===== src/rtl/core/assert_macros.svh =====
`ifndef ASSERT_MACROS_SVH
`define ASSERT_MACROS_SVH

// Check a property on every clock edge outside reset.
`define AST_CHK(lbl, prop, msg) \
  lbl: assert property (@(posedge clk) disable iff (!rst_n) (prop)) \
    else $error(msg);

// Check that cons holds in the cycle after ante.
`define AST_NEXT(lbl, ante, cons, msg) \
  lbl: assert property (@(posedge clk) disable iff (!rst_n) (ante) |=> (cons)) \
    else $error(msg);

`endif


===== src/rtl/core/gac_pkg.sv =====
package gac_pkg;

  localparam int ADC_BITS_DEF = 12;

  localparam int OUT_W      = 16;
  localparam int DZ_W       = 12;
  localparam int CFG_IDX_W  = 2;
  localparam int CFG_DATA_W = 12;

  localparam int N_STICK = 4;
  localparam int N_TRIG  = 2;
  localparam int N_AXES  = N_STICK + N_TRIG;

  // quotient bits produced by the serial divider per axis
  localparam int DIV_STEPS = 16;

  localparam int STICK_MAX = 32767;
  localparam int TRIG_MAX  = 65535;

  localparam int CENTER_RST   = 1800;
  localparam int STICK_LO_RST = 400;
  localparam int STICK_HI_RST = 3200;
  localparam int TRIG_LO_RST  = 1200;
  localparam int TRIG_HI_RST  = 2200;
  localparam int CDZ_RST      = 100;
  localparam int EDZ_RST      = 50;

  typedef enum logic [CFG_IDX_W-1:0] {
    REG_CALIBRATING = 2'd0,
    REG_CENTER_DZ   = 2'd1,
    REG_EDGE_DZ     = 2'd2
  } cfg_reg_t;

endpackage


===== src/rtl/core/gac_if.sv =====
interface gac_in_if #(parameter int ADC_BITS = gac_pkg::ADC_BITS_DEF);
  logic                valid;
  logic                ready;
  logic [ADC_BITS-1:0] left_x_raw;
  logic [ADC_BITS-1:0] left_y_raw;
  logic [ADC_BITS-1:0] right_x_raw;
  logic [ADC_BITS-1:0] right_y_raw;
  logic [ADC_BITS-1:0] left_trigger_raw;
  logic [ADC_BITS-1:0] right_trigger_raw;

  modport source (
    output valid, left_x_raw, left_y_raw, right_x_raw, right_y_raw,
           left_trigger_raw, right_trigger_raw,
    input  ready
  );
  modport sink (
    input  valid, left_x_raw, left_y_raw, right_x_raw, right_y_raw,
           left_trigger_raw, right_trigger_raw,
    output ready
  );
endinterface

interface gac_out_if;
  logic                               valid;
  logic                               ready;
  logic signed [gac_pkg::OUT_W-1:0]   left_x_out;
  logic signed [gac_pkg::OUT_W-1:0]   left_y_out;
  logic signed [gac_pkg::OUT_W-1:0]   right_x_out;
  logic signed [gac_pkg::OUT_W-1:0]   right_y_out;
  logic        [gac_pkg::OUT_W-1:0]   left_trigger_out;
  logic        [gac_pkg::OUT_W-1:0]   right_trigger_out;

  modport source (
    output valid, left_x_out, left_y_out, right_x_out, right_y_out,
           left_trigger_out, right_trigger_out,
    input  ready
  );
  modport sink (
    input  valid, left_x_out, left_y_out, right_x_out, right_y_out,
           left_trigger_out, right_trigger_out,
    output ready
  );
endinterface

interface gac_cfg_if;
  logic                            valid;
  logic                            ready;
  logic [gac_pkg::CFG_IDX_W-1:0]   index;
  logic [gac_pkg::CFG_DATA_W-1:0]  data;

  modport source (output valid, index, data, input ready);
  modport sink (input valid, index, data, output ready);
endinterface


===== src/rtl/core/gamepad_axis_calibrator.sv =====
// Channel   Bus       Direction  Word
// config    cfg_bus   in         register index + write data, always ready
// samples   in_bus    in         six raw ADC axes
// results   out_bus   out        four stick and two trigger values
//
// A sample in calibration mode is absorbed in its accept cycle.
// A normal sample runs the six axes one after another: per axis the setup states
// PREP1, PREP2 and PREP3 and the write-back state, plus the shared bit-serial divider
// when the axis needs a divide; no new sample is accepted before the sixth axis is written back.
// Synchronous active-low reset restores the default calibration.
// The result register frees the engine: a new sample is taken while the last
// word still waits on out_bus; only a second finished word waits for it.
`include "assert_macros.svh"

module gamepad_axis_calibrator #(
  parameter int ADC_BITS = gac_pkg::ADC_BITS_DEF
) (
  input  logic      clk,
  input  logic      rst_n,
  gac_cfg_if.sink   cfg_bus,
  gac_in_if.sink    in_bus,
  gac_out_if.source out_bus
);
  import gac_pkg::*;

  localparam int W    = ADC_BITS;
  localparam int DW   = (W > DZ_W) ? W : DZ_W;
  localparam int SW   = DW + 3;
  localparam int AX_W = $clog2(N_AXES);
  localparam int BC_W = $clog2(DIV_STEPS);

  localparam logic [W-1:0] CTR_RST_V = W'(CENTER_RST);
  localparam logic [W-1:0] SLO_RST_V = W'(STICK_LO_RST);
  localparam logic [W-1:0] SHI_RST_V = W'(STICK_HI_RST);
  localparam logic [W-1:0] TLO_RST_V = W'(TRIG_LO_RST);
  localparam logic [W-1:0] THI_RST_V = W'(TRIG_HI_RST);

  localparam logic [OUT_W-1:0] STICK_MAX_V = OUT_W'(STICK_MAX);
  localparam logic [OUT_W-1:0] TRIG_MAX_V  = OUT_W'(TRIG_MAX);
  localparam logic [OUT_W-1:0] OUT_NEG_BAD = {1'b1, {(OUT_W-1){1'b0}}};
  localparam logic [AX_W-1:0]  AX_LAST     = AX_W'(N_AXES - 1);
  localparam logic [BC_W-1:0]  BC_LAST     = BC_W'(DIV_STEPS - 1);

  typedef logic signed [SW-1:0] sval_t;

  typedef enum logic [6:0] {
    ST_IDLE  = 7'b0000001,
    ST_PREP1 = 7'b0000010,
    ST_PREP2 = 7'b0000100,
    ST_PREP3 = 7'b0001000,
    ST_DIV   = 7'b0010000,
    ST_WB    = 7'b0100000,
    ST_DONE  = 7'b1000000
  } state_t;

  function automatic sval_t ext_w(input logic [W-1:0] x);
    return $signed({{(SW-W){1'b0}}, x});
  endfunction

  function automatic sval_t ext_dz(input logic [DZ_W-1:0] x);
    return $signed({{(SW-DZ_W){1'b0}}, x});
  endfunction

  // configuration and calibration store
  logic            cal_r, pend_r;
  logic [DZ_W-1:0] cdz_r, edz_r;
  logic [W-1:0]    ctr_r [N_STICK];
  logic [W-1:0]    slo_r [N_STICK];
  logic [W-1:0]    shi_r [N_STICK];
  logic [W-1:0]    tlo_r [N_TRIG];
  logic [W-1:0]    thi_r [N_TRIG];

  // engine
  state_t          st_r;
  logic [AX_W-1:0] ax_r;
  logic [BC_W-1:0] bc_r;
  logic [W-1:0]    raw_r [N_AXES];
  sval_t           cmd_r, cpd_r, lob_r, hib_r, rawv_r;
  logic            stk_r, below_r;
  sval_t           span_r, m_r;
  logic            zero_r, full_r, neg_r;
  logic            zk_r, fk_r;
  logic [W-1:0]    rem_r, dvs_r;
  logic [DIV_STEPS-1:0] quo_r;
  logic [OUT_W-1:0] res_r [N_AXES];

  // result register
  logic            out_valid_r;
  logic [OUT_W-1:0] ob_r [N_AXES];

  logic            in_acc, cfg_acc, out_free;
  logic [W-1:0]    in_raw [N_AXES];

  assign in_bus.ready  = (st_r == ST_IDLE);
  assign in_acc        = in_bus.valid && in_bus.ready;
  assign cfg_bus.ready = 1'b1;
  assign cfg_acc       = cfg_bus.valid;
  assign out_free      = !out_valid_r || out_bus.ready;

  assign in_raw[0] = in_bus.left_x_raw;
  assign in_raw[1] = in_bus.left_y_raw;
  assign in_raw[2] = in_bus.right_x_raw;
  assign in_raw[3] = in_bus.right_y_raw;
  assign in_raw[4] = in_bus.left_trigger_raw;
  assign in_raw[5] = in_bus.right_trigger_raw;

  assign out_bus.valid             = out_valid_r;
  assign out_bus.left_x_out        = $signed(ob_r[0]);
  assign out_bus.left_y_out        = $signed(ob_r[1]);
  assign out_bus.right_x_out       = $signed(ob_r[2]);
  assign out_bus.right_y_out       = $signed(ob_r[3]);
  assign out_bus.left_trigger_out  = ob_r[4];
  assign out_bus.right_trigger_out = ob_r[5];

  // ---------------------------------------------------------------- setup
  logic            p_stick;
  logic [1:0]      p_sidx;
  logic            p_tidx;
  sval_t           p_c, p_d, p_e, p_lo, p_hi, p_raw;

  always_comb begin
    p_stick = (ax_r < AX_W'(N_STICK));
    p_sidx  = ax_r[1:0];
    p_tidx  = ax_r[0];
    p_c     = ext_w(ctr_r[p_sidx]);
    p_d     = ext_dz(cdz_r);
    p_e     = ext_dz(edz_r);
    p_lo    = p_stick ? ext_w(slo_r[p_sidx]) : ext_w(tlo_r[p_tidx]);
    p_hi    = p_stick ? ext_w(shi_r[p_sidx]) : ext_w(thi_r[p_tidx]);
    p_raw   = ext_w(raw_r[ax_r]);
  end

  // second setup step: span, distance from the reference point, flags
  sval_t q_span, q_m;
  logic  q_zero, q_full, q_neg;

  always_comb begin
    if (stk_r) begin
      q_span = below_r ? (cmd_r - lob_r) : (hib_r - cpd_r);
      q_m    = below_r ? (cmd_r - rawv_r) : (rawv_r - cpd_r);
      q_zero = (rawv_r > cmd_r) && (rawv_r < cpd_r);
      q_full = 1'b0;
      q_neg  = below_r ^ ax_r[0];
    end else begin
      q_span = hib_r - lob_r;
      q_m    = hib_r - rawv_r;
      q_zero = (rawv_r >= hib_r);
      q_full = (rawv_r <= lob_r);
      q_neg  = 1'b0;
    end
  end

  // third step: classify and load the dividend (m*65534 for sticks so the
  // 16-bit quotient holds one extra bit, m*65535 for triggers)
  logic [W-1:0]            r_m;
  logic [W+DIV_STEPS-1:0]  r_dvd;
  logic                    r_span_le0, r_zero, r_full;

  always_comb begin
    r_m        = m_r[W-1:0];
    r_dvd      = stk_r ? ({r_m, {DIV_STEPS{1'b0}}} - {{(DIV_STEPS-1){1'b0}}, r_m, 1'b0})
                       : ({r_m, {DIV_STEPS{1'b0}}} - {{DIV_STEPS{1'b0}}, r_m});
    r_span_le0 = span_r[SW-1] || (span_r == '0);
    r_zero     = r_span_le0 || (!full_r && zero_r);
    r_full     = !r_zero && (full_r || (m_r >= span_r));
  end

  // divider step: restoring, one quotient bit a cycle
  logic [W:0]   d_shift, d_diff;
  logic         d_ge;

  always_comb begin
    d_shift = {rem_r, quo_r[DIV_STEPS-1]};
    d_ge    = (d_shift >= {1'b0, dvs_r});
    d_diff  = d_shift - {1'b0, dvs_r};
  end

  // write-back value
  logic [OUT_W-1:0] w_mag, w_val;

  always_comb begin
    if (zk_r) begin
      w_mag = '0;
    end else if (fk_r) begin
      w_mag = stk_r ? STICK_MAX_V : TRIG_MAX_V;
    end else begin
      w_mag = stk_r ? {1'b0, quo_r[DIV_STEPS-1:1]} : quo_r;
    end
    w_val = (stk_r && neg_r) ? (~w_mag + 1'b1) : w_mag;
  end

  // ---------------------------------------------------------------- control
  always_ff @(posedge clk) begin
    if (!rst_n) begin
      st_r <= ST_IDLE;
      ax_r <= '0;
      bc_r <= '0;
    end else begin
      unique case (st_r)
        ST_IDLE: begin
          if (in_acc && !cal_r) begin
            st_r <= ST_PREP1;
            ax_r <= '0;
          end
        end
        ST_PREP1: st_r <= ST_PREP2;
        ST_PREP2: st_r <= ST_PREP3;
        ST_PREP3: begin
          bc_r <= '0;
          st_r <= (r_zero || r_full) ? ST_WB : ST_DIV;
        end
        ST_DIV: begin
          bc_r <= bc_r + 1'b1;
          if (bc_r == BC_LAST) begin
            st_r <= ST_WB;
          end
        end
        ST_WB: begin
          if (ax_r == AX_LAST) begin
            st_r <= ST_DONE;
          end else begin
            ax_r <= ax_r + 1'b1;
            st_r <= ST_PREP1;
          end
        end
        ST_DONE: begin
          if (out_free) begin
            st_r <= ST_IDLE;
          end
        end
        default: st_r <= ST_IDLE;
      endcase
    end
  end

  // datapath registers, no reset
  always_ff @(posedge clk) begin
    if (in_acc && !cal_r) begin
      for (int i = 0; i < N_AXES; i++) begin
        raw_r[i] <= in_raw[i];
      end
    end
    if (st_r == ST_PREP1) begin
      stk_r   <= p_stick;
      cmd_r   <= p_c - p_d;
      cpd_r   <= p_c + p_d;
      lob_r   <= p_lo + p_e;
      hib_r   <= p_hi - p_e;
      rawv_r  <= p_raw;
      below_r <= (p_raw < p_c);
    end
    if (st_r == ST_PREP2) begin
      span_r <= q_span;
      m_r    <= q_m;
      zero_r <= q_zero;
      full_r <= q_full;
      neg_r  <= q_neg;
    end
    if (st_r == ST_PREP3) begin
      zk_r  <= r_zero;
      fk_r  <= r_full;
      dvs_r <= span_r[W-1:0];
      rem_r <= r_dvd[W+DIV_STEPS-1:DIV_STEPS];
      quo_r <= r_dvd[DIV_STEPS-1:0];
    end
    if (st_r == ST_DIV) begin
      rem_r <= d_ge ? d_diff[W-1:0] : d_shift[W-1:0];
      quo_r <= {quo_r[DIV_STEPS-2:0], d_ge};
    end
    if (st_r == ST_WB) begin
      res_r[ax_r] <= w_val;
    end
    if (st_r == ST_DONE && out_free) begin
      for (int i = 0; i < N_AXES; i++) begin
        ob_r[i] <= res_r[i];
      end
    end
  end

  always_ff @(posedge clk) begin
    if (!rst_n) begin
      out_valid_r <= 1'b0;
    end else if (st_r == ST_DONE && out_free) begin
      out_valid_r <= 1'b1;
    end else if (out_bus.ready) begin
      out_valid_r <= 1'b0;
    end
  end

  // ---------------------------------------------------------------- calibration
  always_ff @(posedge clk) begin
    if (!rst_n) begin
      cal_r  <= 1'b0;
      pend_r <= 1'b0;
      cdz_r  <= DZ_W'(CDZ_RST);
      edz_r  <= DZ_W'(EDZ_RST);
      for (int i = 0; i < N_STICK; i++) begin
        ctr_r[i] <= CTR_RST_V;
        slo_r[i] <= SLO_RST_V;
        shi_r[i] <= SHI_RST_V;
      end
      for (int i = 0; i < N_TRIG; i++) begin
        tlo_r[i] <= TLO_RST_V;
        thi_r[i] <= THI_RST_V;
      end
    end else begin
      if (in_acc && cal_r) begin
        if (pend_r) begin
          // first sample after arming sets every bound
          for (int i = 0; i < N_STICK; i++) begin
            ctr_r[i] <= in_raw[i];
            slo_r[i] <= in_raw[i];
            shi_r[i] <= in_raw[i];
          end
          for (int i = 0; i < N_TRIG; i++) begin
            tlo_r[i] <= in_raw[N_STICK+i];
            thi_r[i] <= in_raw[N_STICK+i];
          end
          pend_r <= 1'b0;
        end else begin
          for (int i = 0; i < N_STICK; i++) begin
            if (in_raw[i] < slo_r[i]) slo_r[i] <= in_raw[i];
            if (in_raw[i] > shi_r[i]) shi_r[i] <= in_raw[i];
          end
          for (int i = 0; i < N_TRIG; i++) begin
            if (in_raw[N_STICK+i] < tlo_r[i]) tlo_r[i] <= in_raw[N_STICK+i];
            if (in_raw[N_STICK+i] > thi_r[i]) thi_r[i] <= in_raw[N_STICK+i];
          end
        end
      end
      if (cfg_acc) begin
        unique case (cfg_reg_t'(cfg_bus.index))
          REG_CALIBRATING: begin
            cal_r <= cfg_bus.data[0];
            if (cfg_bus.data[0]) pend_r <= 1'b1;
          end
          REG_CENTER_DZ: cdz_r <= cfg_bus.data;
          REG_EDGE_DZ:   edz_r <= cfg_bus.data;
          default: ;
        endcase
      end
    end
  end

  // ---------------------------------------------------------------- checks
  `AST_CHK(a_div_rem, (st_r == ST_DIV) |-> (rem_r < dvs_r), "divider remainder reached divisor")
  `AST_NEXT(a_cal_idle, in_acc && cal_r, st_r == ST_IDLE, "calibration sample started the engine")
  `AST_NEXT(a_capture, in_acc && cal_r && pend_r && !cfg_acc, !pend_r && (slo_r[0] == shi_r[0]), "capture did not set bounds")
  `AST_CHK(a_lx_sat, out_bus.valid |-> (out_bus.left_x_out != OUT_NEG_BAD), "left X below limit")
  `AST_CHK(a_ry_sat, out_bus.valid |-> (out_bus.right_y_out != OUT_NEG_BAD), "right Y below limit")

endmodule


===== src/flat_wrapper.sv =====
// flat-port wrapper written by rule: the top's interface ports become plain ports
module gamepad_axis_calibrator_flat import gac_pkg::*;
#(
  parameter int ADC_BITS = gac_pkg::ADC_BITS_DEF
)
  (clk, rst_n, cfg_bus_valid, cfg_bus_index, cfg_bus_data, cfg_bus_ready, in_bus_valid, in_bus_left_x_raw, in_bus_left_y_raw, in_bus_right_x_raw, in_bus_right_y_raw, in_bus_left_trigger_raw, in_bus_right_trigger_raw, in_bus_ready, out_bus_valid, out_bus_left_x_out, out_bus_left_y_out, out_bus_right_x_out, out_bus_right_y_out, out_bus_left_trigger_out, out_bus_right_trigger_out, out_bus_ready);
  gac_cfg_if cfg_bus_i ();
  gac_in_if #(.ADC_BITS(ADC_BITS)) in_bus_i ();
  gac_out_if out_bus_i ();
  input  logic clk;
  input  logic rst_n;
  input wire logic [$bits(cfg_bus_i.valid)-1:0] cfg_bus_valid;
  input wire logic [$bits(cfg_bus_i.index)-1:0] cfg_bus_index;
  input wire logic [$bits(cfg_bus_i.data)-1:0] cfg_bus_data;
  output wire logic [$bits(cfg_bus_i.ready)-1:0] cfg_bus_ready;
  input wire logic [$bits(in_bus_i.valid)-1:0] in_bus_valid;
  input wire logic [$bits(in_bus_i.left_x_raw)-1:0] in_bus_left_x_raw;
  input wire logic [$bits(in_bus_i.left_y_raw)-1:0] in_bus_left_y_raw;
  input wire logic [$bits(in_bus_i.right_x_raw)-1:0] in_bus_right_x_raw;
  input wire logic [$bits(in_bus_i.right_y_raw)-1:0] in_bus_right_y_raw;
  input wire logic [$bits(in_bus_i.left_trigger_raw)-1:0] in_bus_left_trigger_raw;
  input wire logic [$bits(in_bus_i.right_trigger_raw)-1:0] in_bus_right_trigger_raw;
  output wire logic [$bits(in_bus_i.ready)-1:0] in_bus_ready;
  output wire logic [$bits(out_bus_i.valid)-1:0] out_bus_valid;
  output wire logic [$bits(out_bus_i.left_x_out)-1:0] out_bus_left_x_out;
  output wire logic [$bits(out_bus_i.left_y_out)-1:0] out_bus_left_y_out;
  output wire logic [$bits(out_bus_i.right_x_out)-1:0] out_bus_right_x_out;
  output wire logic [$bits(out_bus_i.right_y_out)-1:0] out_bus_right_y_out;
  output wire logic [$bits(out_bus_i.left_trigger_out)-1:0] out_bus_left_trigger_out;
  output wire logic [$bits(out_bus_i.right_trigger_out)-1:0] out_bus_right_trigger_out;
  input wire logic [$bits(out_bus_i.ready)-1:0] out_bus_ready;
  assign cfg_bus_i.valid = cfg_bus_valid;
  assign cfg_bus_i.index = cfg_bus_index;
  assign cfg_bus_i.data = cfg_bus_data;
  assign cfg_bus_ready = cfg_bus_i.ready;
  assign in_bus_i.valid = in_bus_valid;
  assign in_bus_i.left_x_raw = in_bus_left_x_raw;
  assign in_bus_i.left_y_raw = in_bus_left_y_raw;
  assign in_bus_i.right_x_raw = in_bus_right_x_raw;
  assign in_bus_i.right_y_raw = in_bus_right_y_raw;
  assign in_bus_i.left_trigger_raw = in_bus_left_trigger_raw;
  assign in_bus_i.right_trigger_raw = in_bus_right_trigger_raw;
  assign in_bus_ready = in_bus_i.ready;
  assign out_bus_valid = out_bus_i.valid;
  assign out_bus_left_x_out = out_bus_i.left_x_out;
  assign out_bus_left_y_out = out_bus_i.left_y_out;
  assign out_bus_right_x_out = out_bus_i.right_x_out;
  assign out_bus_right_y_out = out_bus_i.right_y_out;
  assign out_bus_left_trigger_out = out_bus_i.left_trigger_out;
  assign out_bus_right_trigger_out = out_bus_i.right_trigger_out;
  assign out_bus_i.ready = out_bus_ready;
  gamepad_axis_calibrator #(.ADC_BITS(ADC_BITS)) u_core (.clk(clk), .rst_n(rst_n), .cfg_bus(cfg_bus_i), .in_bus(in_bus_i), .out_bus(out_bus_i));
endmodule

===== config.mk =====
export PLATFORM = sky130hd
export DESIGN_NAME = gamepad_axis_calibrator_flat
export DESIGN_NICKNAME = d
export VERILOG_FILES = /design/src/rtl/core/gac_pkg.sv /design/src/rtl/core/gac_if.sv /design/src/rtl/core/gamepad_axis_calibrator.sv /design/src/flat_wrapper.sv
export VERILOG_INCLUDE_DIRS = /design/src /design/src/rtl/core
export SDC_FILE = /design/constraint.sdc
export NUM_CORES = 1
export LEC_CHECK = 0
export CAP_MARGIN = 20
export CORE_MARGIN = 1.5
export CORE_UTILIZATION = 50
export DETAILED_ROUTE_END_ITERATION = 16
export DONT_BUFFER_PORTS = 1
export GPL_TIMING_DRIVEN = 0
export PLACE_DENSITY = 0.76
export SKIP_CTS_REPAIR_TIMING = 1
export SYNTH_ARGS = -nofsm -noshare
export SYNTH_HDL_FRONTEND = slang
export SYNTH_SLANG_ARGS = --single-unit

===== constraint.sdc =====
create_clock -name clk -period 8.5 [get_ports clk]
set_input_delay 0.85 -clock clk [delete_from_list [all_inputs] [get_ports clk]]
set_output_delay 0.85 -clock clk [all_outputs]
set_load 0.005 [all_outputs]

# == Yosys cells after proc, flatten, opt, wreduce, memory -nomap -nowiden ==
# Memories as Yosys holds them, arrays and structs flattened. A register that Yosys moved wholly into a read port is not among the register bits.
# Cells that the tools add are included.
# op_classes
addsub,16
order_cmp,20
eq_ne,15
muxes,145
bitwise,30
reduce_logical,27
# op_table
cell,n
$mux W12,33
$mux W16,7
$lt A12 B12 Y1,7
$mux W1,82
$gt A12 B12 Y1,6
$mux W15,4
$pmux W7 S7,1
$sub A15 B13 Y15,3
$sub A15 B15 Y15,3
$mux W28,1
$mux W7,4
$or A1 B1 Y1,28
$sub A28 B12 Y28,1
$sub A28 B13 Y28,1
$add A16 B1 Y16 const B,1
$not A16 Y16,1
$add A15 B13 Y15,1
$ge A13 B15 Y1,1
$ge A15 B15 Y1,1
$gt A13 B15 Y1,1
$le A13 B15 Y1,1
$logic_not A15 Y1,1
$lt A13 B15 Y1,1
$sub A13 B15 Y15,1
other kinds (33),62
# word_totals
regBits,190
ram_bits,456
out_inout_bits,99
elab_cells,286
mem_count,8
# memory_table
memory,words,width,rd,rd_ports_with_merged_regs,wr,line_no,rtl
u_core.ob_r,6,16,6,0,6,gamepad_axis_calibrator.sv:89,logic [OUT_W-1:0] ob_r [N_AXES];
u_core.res_r,6,16,6,0,1,gamepad_axis_calibrator.sv:85,logic [OUT_W-1:0] res_r [N_AXES];
u_core.raw_r,6,12,1,1,6,gamepad_axis_calibrator.sv:77,logic [W-1:0] raw_r [N_AXES];
u_core.ctr_r,4,12,1,1,4,gamepad_axis_calibrator.sv:67,logic [W-1:0] ctr_r [N_STICK];
u_core.shi_r,4,12,5,1,4,gamepad_axis_calibrator.sv:69,logic [W-1:0] shi_r [N_STICK];
u_core.slo_r,4,12,5,1,4,gamepad_axis_calibrator.sv:68,logic [W-1:0] slo_r [N_STICK];
+2 memories,--,--,--,--,--,--,

# == Logic depth before layout (Yosys ltp) ==
# depth
depth_word,8
mapped_depth,17
ltp_nobuf,14

# == Worst setup path before layout ==
# Ideal clock, no wire load.
# synth_path
path_type,register to register
startpoint,reg u_core.st_r[6]
endpoint,reg u_core.st_r[2]
setup_time_ns,0.090
arrival_ns,6.342
required_time_ns,8.410
slack_ns,2.069
path_stages_with_launch,5
n_path_buf,0
period_less_slack_ns,6.431
cell_sequence,dfxtp_1 -> nor3_1 -> nand2_1 -> nor3b_1 -> and4_1
# synth_via
elab_chain_cells,5
# synth_lines
element,line_no,rtl
"start, declared",gamepad_axis_calibrator.sv:74,state_t st_r;
"start signal, assigned",gamepad_axis_calibrator.sv:210,st_r <= (r_zero || r_full) ? ST_WB : ST_DIV;
$eq A7 B1 Y1,"gamepad_axis_calibrator.sv:94, gamepad_axis_calibrator.sv:199",
$logic_and A1 B1 Y1,gamepad_axis_calibrator.sv:95,assign in_acc = in_bus.valid && in_bus.ready;
$logic_and A1 B1 Y1,gamepad_axis_calibrator.sv:201,if (in_acc && !cal_r) begin
$ne A2 B2 Y1 (no line),--,
$reduce_and A3 Y1 (no line),--,
# Parallel ways exist; a longest one is shown, timed or not.
# A chain may end at the register's enable or synchronous reset.

==> impl_summary.md <==
STA
The final hold violation count is 0. For this run, the top clock speed supported by timing is 185 MHz. Setup repair after global routing left no endpoint under its margin. Clock skew on the completed layout was measured at 0.0331 ns. The count of endpoints failing setup in the final report is 0.

The worst slew slack as a fraction of its limit is 27.5%. Summed over all failing endpoints, the final setup total negative slack is 0 ns. After layout, the minimum clock period comes to 5.41 ns. The slew at the pin with the worst max-slew slack is 1.08 ns. The number of pins exceeding their max-slew limit in the final report came to 0. The final critical path takes up 63.7% of the cycle.

Detailed routing
The initial DRC count is 2545. Dividing the detail-routed wire length by the instance count gives 23.6 um. The per-cell via count in the routed design is 5.89. The first-pass iteration count of the detailed router is 5. The count of nets left with antenna violations once routing finished came out at 0.

The final route contains 24700 vias. The total wire length is 99.1 mm. For this run, design rule violations remaining after detail routing come to 0.

Final layout
The utilization after layout is 56.2%. The area growth from synthesis to layout is 10.8%. The multi-input combinational cells in the finished layout cover a total of 15300 sq um. The sequential cells in the finished layout cover a total of 18900 sq um. The final net count is 3617. The final-layout fill cell count is 5807.

The post-route netlist has 6.95% of its cells at a drive strength greater than 1.

Critical path
The cell type group with the largest total delay on the critical path is buffers and inverters. The path depth of the worst reg2reg path is 14. STA classifies the critical path startpoint as a flip-flop. The cell that appears most often on the critical path is sky130_fd_sc_hd__a21oi_1.

STA puts the critical path data arrival time at 5.84 ns. On the worst path, the slowest cell contributes a delay of 0.82 ns. STA classifies the critical path endpoint as a flip-flop. The critical register-to-register path endpoint is u_core.below_r. Data on the critical path is required at its endpoint by 8.93 ns. The start-to-end type of the worst setup path is reg -> reg. The cell type of the slowest stage on the worst timing path is sky130_fd_sc_hd__buf_1.

The count of buffer and inverter cells on the critical path is 4. The signal on the critical path passes through clkbuf_1 -> buf_1 -> clkbuf_1 -> buf_2 -> mux2i_1 -> a21oi_1 -> ha_1 -> a21o_1 -> a21o_1 -> a21oi_1 -> nor2b_1 -> o21ai_0 -> a21oi_1 -> nor3_1. The maximum fanout encountered on the critical timing path is 10.

The setup check on the worst reg-to-reg path leaves a slack of 3.09 ns.

Floorplanning
The width of the chip is 270 um. 190 I/O pins were placed. The core box area is 70300 sq um. The full die area is 73000 sq um. The height of the chip is 270 um. The initial core utilization is 50.8%. The number of standard-cell rows in the floorplan is 97.

Global route
The initial antenna violation count was 5. Summed over all layers, the global routing overflow is 0. The maximum number of pins on one net before global-route repair is 48.

Global routing consumed, over all layers together, 27.1% of the routing resources. The via count of the first global-routing pass was 24500. The first-pass GRT wire length is 148 mm.

Power and ir drop
The power per unit of standard cell area is 185 nW/um^2. Of the total power, registers draw 49.6%. The switching share of power is 24.7%. Internal power comes to 5.50 mW. VDD sags by at most 181 uV. In this run the power spent charging and discharging nets is 1.80 mW. Combinational logic burns 10.5% of the power. The cell leakage power is 15.3 nW. Per report_power, the clock group accounts for 39.9% of the total.

Clock tree
The maximum count of clock buffers along a single path is 3. At the later pin of the worst-skew pair, clock insertion delay measures 0.63 ns. The clock transition at the registers of the reported paths is 0.07 ns. TritonCTS built the clock tree. The tree is rooted in a sky130_fd_sc_hd__clkbuf_16. The CTS sink count is 643.

The number of buffers inserted during clock tree synthesis is 68. The clock tree synthesis step divided the H-tree into 3 levels.

Logic synthesis
Synthesis inferred 643 register bits. In this run, synthesis inferred 598 flip-flops with an integrated enable. The mean cell area of the mapped netlist is 11.5 sq um. In the synthesized netlist the async set-or-reset flop fraction comes to 0%. The most used flip-flop cell after synthesis is sky130_fd_sc_hd__edfxtp_1. Summing every instance area after synthesis gives 35700 sq um.

The share of the yosys chip area belonging to registers is 52.9%. The post-synthesis cell count is 3090. The total of warnings raised by yosys is 0. The number of different library cells in the post-synthesis netlist is 81. The net count after synthesis is 3509.

Min path
The hold-critical path endpoint is u_core.raw_r[5][6]. In this run the most critical hold path is launched from in_bus_right_trigger_raw[6]. The number of cells on the worst hold path is 0. The tightest min-delay check is of the in -> reg type.

Status
The flow ran to the end, and the final reports show no timing, DRC or antenna violations.

Place
Buffers placed on the I/O ports in this run total 0. Summed over all nets, the half-perimeter wirelength after detailed placement is 75.4 mm. At the end of routability-driven placement, the weighted congestion stood at 0.990.

Run
The number of max-cap violations is 0.
placed cells by master, fill, tap and decap left out, drive strengths merged, types with 65 or more instances in the layout:
| cell | n |
|---|---|
| edfxtp | 598 |
| ha | 317 |
| inv | 315 |
| nor2 | 191 |
| a21oi | 179 |
| nand2 | 178 |
| clkbuf | 171 |
| o21ai | 162 |
| and2 | 102 |
| xnor2 | 80 |
| nand2b | 67 |
| a21o | 65 |
cells by family (layout without fill, tap and decap cells):
logic type,count (synthesis),count (layout),synth area share [%]
AND/OR/NAND/NOR,837,837,12.0
AO/OA/AOI/OAI,647,647,11.5
flip-flops,643,643,52.9
buffers and inverters,413,576,4.42
adder cells (fa/ha/maj),328,328,11.7
XOR/XNOR,115,115,2.82
multiplexers,106,106,4.66
other,1,9,0.0105
power by group through the flow:
stage               clock, mW  sequential [mW]  combinational (mW)
finish                   2.92             3.62               0.765
global route             3.07             3.63               0.845
CTS                      2.95             3.62               0.753
detailed placement          0             3.69               0.748
global placement            0             3.70               0.709
floorplan                   0             3.67               0.537
routing by layer:
metal,wire length (um),up-vias,global-route usage [%]
met5,23,-,0
li1,-,11500,-
met4,5550,4,13.5
met3,8420,262,5.89
met2,47900,1126,45.8
met1,37200,11900,32.7
flip-flops by register name, indices dropped and copies added, names as in the netlist, 3 cells and up, named ones only:
register / count
u_core.ax_r: 3
u_core.bc_r: 4
u_core.cdz_r: 12
u_core.cmd_r: 12
u_core.cpd_r: 13
u_core.ctr_r: 48
u_core.dvs_r: 12
u_core.edz_r: 12
u_core.hib_r: 15
u_core.lob_r: 13
u_core.m_r: 15
u_core.ob_r: 96
u_core.quo_r: 16
u_core.raw_r: 72
u_core.rawv_r: 12
u_core.rem_r: 12
u_core.res_r: 96
u_core.shi_r: 48
u_core.slo_r: 48
u_core.span_r: 15
u_core.st_r: 7
u_core.thi_r: 24
u_core.tlo_r: 24
cell type report:
cell class | instances | area share, %
Sequential cell | 643 | 47.7
Multi-Input combinational cell | 2034 | 38.8
Clock buffer | 83 | 4.47
Tap cell | 940 | 2.98
Inverter | 309 | 2.93
Timing Repair Buffer | 38 | 1.05
Buffer | 104 | 1.05
Clock inverter | 42 | 0.991
Antenna cell | 8 | 0.0506
cells in the mapped netlist, types with 18 or more instances:
cell type                  instances  share of area (%)
sky130_fd_sc_hd__dfxtp_1          45                2.5
sky130_fd_sc_hd__o31ai_1          18               0.38
sky130_fd_sc_hd__nor3_1           50               0.70
sky130_fd_sc_hd__edfxtp_1        598                 50
sky130_fd_sc_hd__and3_1           32               0.56
sky130_fd_sc_hd__o211ai_1         19               0.40
sky130_fd_sc_hd__xor2_1           35               0.86
sky130_fd_sc_hd__a31oi_1          18               0.32
sky130_fd_sc_hd__and2_1          102                1.8
sky130_fd_sc_hd__ha_1            317                 11
sky130_fd_sc_hd__nor2_1          191                2.0
sky130_fd_sc_hd__nand3_1          29               0.41
sky130_fd_sc_hd__nand4_1          35               0.61
sky130_fd_sc_hd__a21o_1           65                1.4
sky130_fd_sc_hd__a21oi_1         179                2.5
sky130_fd_sc_hd__nor2b_1          57                1.0
sky130_fd_sc_hd__a211oi_1         30               0.63
sky130_fd_sc_hd__nand2b_1         67                1.2
sky130_fd_sc_hd__nand2_1         178                1.9
sky130_fd_sc_hd__inv_1           308                3.2
sky130_fd_sc_hd__o21ai_0         153                2.1
sky130_fd_sc_hd__or3_1            41               0.72
sky130_fd_sc_hd__xnor2_1          80                2.0
sky130_fd_sc_hd__clkbuf_1         87               0.92
sky130_fd_sc_hd__mux4_2           48                3.0
sky130_fd_sc_hd__a21boi_0         30               0.63
sky130_fd_sc_hd__o21a_1           41               0.86
sky130_fd_sc_hd__mux2i_1          57                1.6
how the worst max path moves through the flow:
stage,slack (ns),end,depth (start not counted),startpoint
floorplan,2.07,u_core.st_r[2],4,u_core.st_r[6]
global placement,0.06,u_core.st_r[2],4,u_core.st_r[3]
detailed placement,3.10,u_core.cpd_r[10],13,flip-flop
finish,3.09,u_core.below_r,14,flip-flop
CTS,3.08,u_core.cpd_r[10],13,flip-flop
global route,2.69,u_core.cpd_r[10],13,flip-flop
through the flow:
step | std cells | power (mW) | worst slack [ns] | area [sq um] | hold WS, ns
6_report | 4201 | 7.30 | 3.09 | 39500 | 0.313
5_1_grt | 4199 | 7.55 | 2.69 | 39500 | 0.289
4_1_cts | 4191 | 7.32 | 3.08 | 39500 | 0.287
3_5_place_dp | 4066 | 4.44 | 3.10 | 37300 | 0.405
3_3_place_gp | 4030 | 4.41 | 0.0580 | 36900 | 0.400
2_1_floorplan | 3090 | 4.21 | 2.07 | 35700 | 0.400
(Power assumes the default switching activity.)
